$ cat src/rtl/core/wtrp_pkg.sv
// wtrp_pkg: shared types, command codes and register indexes for the
// windowed token repetition penalty block
// no dependencies
`default_nettype none

package wtrp_pkg;

  // size defaults for the top level parameters
  localparam int unsigned MaxWindowDef = 8192;
  localparam int unsigned MaxVocabDef  = 32768;

  // fixed field widths
  localparam int unsigned CntW     = 14;
  localparam int unsigned TokW     = 16;
  localparam int unsigned CfgIdxW  = 3;
  localparam int unsigned CfgDataW = 16;

  // command codes
  localparam logic [1:0] CMD_PUSH     = 2'd0;
  localparam logic [1:0] CMD_PENALIZE = 2'd1;
  localparam logic [1:0] CMD_CLEAR    = 2'd2;

  // configuration register indexes
  localparam logic [CfgIdxW-1:0] REG_VOCAB_SIZE   = 3'd0;
  localparam logic [CfgIdxW-1:0] REG_WINDOW_LEN   = 3'd1;
  localparam logic [CfgIdxW-1:0] REG_REPEAT_FACT  = 3'd2;
  localparam logic [CfgIdxW-1:0] REG_REPEAT_INV   = 3'd3;
  localparam logic [CfgIdxW-1:0] REG_FREQ_WEIGHT  = 3'd4;
  localparam logic [CfgIdxW-1:0] REG_PRES_WEIGHT  = 3'd5;

  // repeat factor of 1.0 in unsigned Q3.12
  localparam logic [14:0] REPEAT_ONE = 15'd4096;

  typedef struct packed {
    logic [1:0]         cmd;
    logic [15:0]        token_id;
    logic signed [31:0] logit_value;
  } in_word_t;

  typedef struct packed {
    logic signed [31:0] adjusted_logit;
    logic [CntW-1:0]    occurrence_count;
  } out_word_t;

  typedef struct packed {
    logic [15:0]        vocab_size;
    logic [13:0]        window_length;
    logic [14:0]        repeat_factor;
    logic [12:0]        repeat_inverse;
    logic signed [15:0] frequency_weight;
    logic signed [15:0] presence_weight;
  } cfg_t;

  // operation of the shared multiply unit
  typedef enum logic [1:0] {
    MOP_NONE = 2'd0,
    MOP_REP  = 2'd1,
    MOP_FREQ = 2'd2
  } mop_e;

endpackage

`default_nettype wire

$ cat src/rtl/core/wtrp_math.sv
// wtrp_math: shared signed multiplier with rounding, presence offset and
// final saturating subtract for the penalty path
// depends on wtrp_pkg
`default_nettype none

module wtrp_math (
  input  wire                  clk_i,
  input  wire wtrp_pkg::mop_e  op_i,
  input  wire wtrp_pkg::cfg_t  cfg_i,
  input  wire logic signed [31:0] logit_i,
  input  wire logic [wtrp_pkg::CntW-1:0] count_i,
  output logic signed [31:0]   result_o
);

  logic signed [32:0] mul_a;
  logic signed [15:0] mul_b;
  logic signed [48:0] mul_p;
  logic signed [48:0] prod_q, prod_d;
  logic signed [37:0] rep_q, rep_d;
  logic signed [48:0] rnd;
  logic signed [36:0] rep_sel;
  logic signed [39:0] sum;
  logic               logit_pos;

  assign logit_pos = !logit_i[31] && (logit_i != 32'sd0);

  // operand select for the one multiplier
  always_comb begin
    mul_a = {logit_i[31], logit_i};
    mul_b = logit_pos ? $signed({3'b000, cfg_i.repeat_inverse})
                      : $signed({1'b0, cfg_i.repeat_factor});
    if (op_i == wtrp_pkg::MOP_FREQ) begin
      mul_a = {{17{cfg_i.frequency_weight[15]}}, cfg_i.frequency_weight};
      mul_b = $signed({2'b00, count_i});
    end
  end

  assign mul_p = mul_a * mul_b;

  // round to nearest, ties up: floor((p + 2048) / 4096)
  assign rnd = prod_q + 49'sd2048;

  always_comb begin
    if (cfg_i.repeat_factor == wtrp_pkg::REPEAT_ONE) begin
      rep_sel = {{5{logit_i[31]}}, logit_i};
    end else begin
      rep_sel = $signed(rnd[48:12]);
    end
  end

  always_comb begin
    prod_d = prod_q;
    rep_d  = rep_q;
    case (op_i)
      wtrp_pkg::MOP_REP: begin
        prod_d = mul_p;
      end
      wtrp_pkg::MOP_FREQ: begin
        rep_d  = {rep_sel[36], rep_sel}
               - {{18{cfg_i.presence_weight[15]}}, cfg_i.presence_weight, 4'b0000};
        prod_d = mul_p;
      end
      default: begin
        prod_d = prod_q;
      end
    endcase
  end

  always_ff @(posedge clk_i) begin
    prod_q <= prod_d;
    rep_q  <= rep_d;
  end

  // frequency product fits well inside 36 bits
  assign sum = {{2{rep_q[37]}}, rep_q} - $signed({prod_q[35:0], 4'b0000});

  always_comb begin
    if (sum[39:31] == 9'h000 || sum[39:31] == 9'h1ff) begin
      result_o = sum[31:0];
    end else if (sum[39]) begin
      result_o = 32'sh8000_0000;
    end else begin
      result_o = 32'sh7fff_ffff;
    end
  end

endmodule

`default_nettype wire

$ cat config.mk
export PLATFORM = sky130hd
export DESIGN_NAME = wtrp_math
export DESIGN_NICKNAME = d
export VERILOG_FILES = /design/src/rtl/core/wtrp_pkg.sv /design/src/rtl/core/wtrp_math.sv
export SDC_FILE = /design/constraint.sdc
export NUM_CORES = 2
export LEC_CHECK = 0
export ABC_AREA = 1
export BUFFER_PORTS_ARGS = -buffer_cell sky130_fd_sc_hd__clkbuf_2
export CAP_MARGIN = 20
export CORE_ASPECT_RATIO = 1.4
export CORE_MARGIN = 2
export CORE_UTILIZATION = 25
export CTS_CLUSTER_DIAMETER = 150
export DETAILED_ROUTE_END_ITERATION = 7
export GPL_TIMING_DRIVEN = 0
export SLEW_MARGIN = 15
export SYNTH_ARGS = -nofsm -noshare
export SYNTH_HDL_FRONTEND = slang
export SYNTH_SLANG_ARGS = --single-unit
$ cat constraint.sdc
create_clock -name clk_i -period 10.69 [get_ports clk_i]
set_clock_uncertainty 0.1 [all_clocks]
set_input_delay 1.6035 -clock clk_i [delete_from_list [all_inputs] [get_ports clk_i]]
set_output_delay 1.6035 -clock clk_i [all_outputs]
set_load 0.02 [all_outputs]
---- After elaboration in Yosys (flattened, before gate mapping) ----
Cells that the tools add are included.
Widths: inputs -> output; s select.
word-level totals
  register bits after elaboration ......... 87
operators by class
  $add $sub $neg .......................... 3
  mux-type cells .......................... 6
  reduce and logical (&&, ||, !) cells .... 6
  equal/unequal tests ..................... 4
  $mul .................................... 1
operator list
  cell                    count
  $mux 32                 2
  $add 49x13->49 const B  1
  $mul 33x16->49          1
  $sub 40x40->40          1
  $sub 37x20->38          1
  $mux 37                 1
  $mux 33                 1
  $reduce_bool 32->1      1
  $mux 15                 2
  $eq 15x13->1 const B    1
  $eq 9x9->1 const B      1
  $logic_not 9->1         1
  $eq 2x1->1 const B      1
  $eq 2x2->1 const B      1
  $reduce_or 2->1         1
  $logic_and 1x1->1       1
  $logic_not 1->1         1
  $logic_or 1x1->1        1

---- Depth between registers and ports, before layout ----
  word-level depth ........................ 5
  mapped depth ............................ 36
  depth with buffers taken out ............ 34

---- Least setup slack after synthesis ----
OpenSTA, ideal clock, no wires.
  kind .................................... input port to flip-flop
  start point ............................. input op_i[0]
  end point ............................... register prod_q[46], data pin
  path slack .............................. 1608 ps
  arrival time ............................ 8717 ps
  stages on the path ...................... 26
  path buffers ............................ 1
  data required time ...................... 10325 ps
  library setup time ...................... 265 ps
  path through ............................ inv_1 -> ha_1 -> inv_1 -> buf_2 -> nor2_1 -> a21oi_1 -> clkinv_1 -> nor2_1 -> fa_1 -> inv_1 -> fa_1 -> inv_1 -> fa_1 -> fa_1 -> fa_1 -> inv_1 -> fa_1 -> inv_1 -> ha_1 -> nand2_1 -> nor2_1 -> nand2_1 -> nor4_1 -> nand3_1 -> o211ai_1 -> xor2_1
between the ends
  word-level cells in the longest chain between the ends .. 3
  elaborated cells between the ends (all ways) .. 4
ends and longest elaborated chain
  element                             RTL line         source
  start, declared                     wtrp_math.sv:8   input wire wtrp_pkg::mop_e op_i,
  $eq 2x2->1 (*)                      wtrp_math.sv:32  if (op_i == wtrp_pkg::MOP_FREQ) begin
  $mux 33 or $mux 15 (tied branches)  wtrp_math.sv:32
  $mul 33x16->49 (*)                  wtrp_math.sv:38  assign mul_p = mul_a * mul_b;
  named net mul_p[46]                 wtrp_math.sv:17  logic signed [48:0] mul_p;
  end signal, assigned                wtrp_math.sv:70  prod_q <= prod_d;
  end, declared                       wtrp_math.sv:18  logic signed [48:0] prod_q, prod_d;
Mark *: on every way through the listed nets, which the timed path passes. The rest lies on a longest branch.
A chain may end at the register's enable or synchronous reset.

---- Worst setup path in the final report ----
  start point ............................. input logit_i[2]
  end point ............................... register prod_q[37], data pin
between the ends
  word-level cells in the longest chain between the ends .. 5
  elaborated cells between the ends (all ways) .. 6
ends and longest elaborated chain
  element              RTL line         source
  start, declared      wtrp_math.sv:10  input wire logic signed [31:0] logit_i,
  $reduce_bool 32->1   wtrp_math.sv:25  assign logit_pos = !logit_i[31] && (logit_i != 32'sd0);
  $logic_and 1x1->1    wtrp_math.sv:25
  $mux 15              wtrp_math.sv:30  mul_b = logit_pos ? $signed({3'b000, cfg_i.repeat_inverse})
  $mux 15              wtrp_math.sv:32
  $mul 33x16->49 (*)   wtrp_math.sv:38
  named net mul_p[37]  wtrp_math.sv:17
Marked as above.

==> impl_metrics.csv <==
group,metric,value,unit
timing,finalSetupTns,0,ns
detailed_routing,routed_wl,94750,microns
worst_setup_path,end_kind,"flop",
yosys,ys_async_sr_fraction,0,
timing,finalMaxSlewViolations,0,
global_route,grt_pass1_vias,24320,
hold_path,min_path_cells,3,
clock_network,cts-hold-fix-buffers,0,
global_route,grt_max_degree,42,
outcome,outcome,"complete, no violations",
timing,final.min_clock_period,10.36,ns
layout,fin_nets,4423,
clock_network,clock_latency,0.37,ns
die,dieArea,108900,sq um
hold_path,worstHoldPathType,"flop to flop",
worst_setup_path,r2r-end,"rep_q[28]",
layout,syn2layout_area_growth,10.38,%
detailed_routing,antenna_left,0,
place,dp_hpwl,84660,microns
timing,max-slew-margin-rel,0.2591,
die,initial_utilization,0.2517,
die,die_height,389.6,microns
worst_setup_path,rrSetupSlack,6.03,ns
yosys,syn_area,26550,sq um
yosys,synth_seq_cells,87,
worst_setup_path,slowest_stage,"nor4_1",
worst_setup_path,cp_data_arrival_time,10.37,ns
global_route,track_usage,0.1738,
flow_run,cap_violations,0,
timing,setup_violations,0,
hold_path,worstHoldEndpoint,"rep_q[0]",
worst_setup_path,crit_required,10.70,ns
worst_setup_path,reg2reg_depth,22,
detailed_routing,via_count,23340,
yosys,ys.flop_type,"edfxtp_1",
timing,worst_pin_slew,1.111,ns
detailed_routing,drt_iter0_drc,1604,
detailed_routing,drc_errors,0,
clock_network,cts_tree,"built",
yosys,yosysWarnings,0,
layout,drive_above_1_share,0.08452,
detailed_routing,first_pass_iters,6,
clock_network,cts_htree_levels,3,
yosys,ys_types,57,
yosys,synth-edff-count,87,
place,gp_congestion,0.9897,
timing,grt_setup_unrepaired,"no",
yosys,synth.net_count,4269,
clock_network,clk_pin_slew_worst_paths,0.06,ns
worst_setup_path,startpoint_type,"input pin",
worst_setup_path,critical_path_class,"input pin to flop",
detailed_routing,drt-vias-per-instance,4.665,
timing,max_freq,96.52,MHz
timing,hold_violations,0,
detailed_routing,routedWlPerCell,18.93,microns
worst_setup_path,slowest_delay,0.67,ns
global_route,grt_pass1_wl,142000,microns
clock_network,cts_setup_buffers,0,
global_route,globalRouteOverflowTotal,0,
die,chipWidth,279.4,microns
clock_network,cts_sinks,87,
worst_setup_path,cp_max_fo,10,
clock_network,clockBufferDepth,2,
global_route,grt_antenna_before_repair,2,
worst_setup_path,crit_top_cell,"fa_1",
layout,utilization,0.2778,
die,rows,141,
worst_setup_path,timing.rr.start,"prod_q[11]",
timing,fin_crit_sh,0.9692,
clock_network,cts_resized,0,
clock_network,cts_made_buffers,9,
yosys,yosysSeqAreaShare,0.09839,
place,io_buffers,140,
die,top_level_ports,171,
yosys,synth_cells,3485,
clock_network,cts-root-buf,"clkbuf_16",
die,core_area,105500,sq um
hold_path,min-delay-start,"prod_q[12]",
yosys,syn_avg_cell_area,7.619,sq um
## worst max path at each step
stage          startpoint    endpoint  slack (ns)  cells after the start
2_1_floorplan     op_i[0]  prod_q[46]        1.61                     26
3_3_place_gp      op_i[0]  prod_q[40]       -1.06                     26
3_5_place_dp      op_i[0]  prod_q[40]       -0.09                     27
4_1_cts           op_i[0]  prod_q[40]        0.28                     27
5_1_grt           op_i[0]  prod_q[46]        0.04                     28
6_report       logit_i[2]  prod_q[37]        0.33                     31
## per-layer routing
layer / global-route usage / wire length (microns)
met1: 0.2039 / 37080
met2: 0.3099 / 46510
met3: 0.01597 / 5253
met4: 0.09762 / 5904
met5: 0 / 0
## stage by stage
stage               cells  worst slack, ns  hold WS [ns]  area (sq um)
finish               5004           0.3297        0.6297         29310
global route         5003          0.04420        0.7027         29310
floorplan            3485            1.608        0.5589         26550
CTS                  5001           0.2765        0.6444         29290
detailed placement   4985         -0.08710        0.6312         29000
global placement     4983           -1.060        0.6036         28950
## layout make-up
cell class	count	area [sq um]
clock inverter	6	67.56
inverter	835	3139
clock buffer	10	229.0
antenna	2	5.005
multi-input combinational	2486	20390
buffer	77	419.2
timing repair buffer	143	748.2
tap	1358	1699
fill	11570	76190
sequential	87	2613
## cell usage in the layout (no fill, tap or decap), drive strengths merged, types with 2 or more instances in the layout
cell      n
inv     827
nand2   727
fa      460
nor2    421
ha      185
clkbuf  181
a21oi   167
o21ai   140
edfxtp   87
xor2     86
nand3    74
buf      49
xnor2    43
nor3     30
nand4    29
a31oi    20
o21a     18
nor4     13
o21bai   13
clkinv   13
a21o     12
and3      6
nand3b    5
or2       5
a21boi    5
o221ai    4
o211ai    4
a221oi    3
o311ai    3
diode     2
o31ai     2
nor3b     2
a31o      2
a211oi    2
## synthesized netlist by cell type (all sizes together), types with 12 or more instances
| cell | n | share of area |
|---|---|---|
| inv | 825 | 0.12 |
| nand2 | 727 | 0.10 |
| fa | 460 | 0.35 |
| nor2 | 421 | 0.061 |
| ha | 185 | 0.087 |
| a21oi | 167 | 0.032 |
| o21ai | 140 | 0.032 |
| edfxtp | 87 | 0.098 |
| xor2 | 86 | 0.029 |
| nand3 | 74 | 0.015 |
| buf | 46 | 0.011 |
| xnor2 | 43 | 0.014 |
| clkbuf | 31 | 0.0044 |
| nor3 | 30 | 0.0062 |
| nand4 | 29 | 0.0068 |
| a31oi | 20 | 0.0047 |
| o21a | 18 | 0.0051 |
| nor4 | 13 | 0.0033 |
| o21bai | 13 | 0.0038 |
| a21o | 12 | 0.0034 |
## critical path: cells and delay by family
| family | cells | cell delay [ns] |
|---|---|---|
| adders and majority gates | 7 | 3.27 |
| and+or+nand+nor | 8 | 2.09 |
| AOI/OAI and AO/OA | 6 | 1.83 |
| buffers and inverters | 9 | 1.44 |
| xor gates and xnor gates | 1 | 0.11 |
## kinds of logic (layout without fill, tap and decap cells)
logic type                 count (synthesis)  count (layout)  share of synthesized area
xor gates and xnor gates                 129             129                    0.04283
AOI/OAI and AO/OA                        398             398                    0.08958
buffers and inverters                    912            1071                     0.1340
adders and majority gates                645             645                     0.4340
and+or+nand+nor                         1314            1314                     0.2012
DFF                                       87              87                    0.09839
other                                      0               2                          0
## flip-flops by register name (all words and copies together) (netlist names)
signal  flops
rep_q      38
prod_q     49
Power is left out: the tool's default activity adds up to more than one toggle a clock period on the data nets, which glitch-free logic cannot reach.
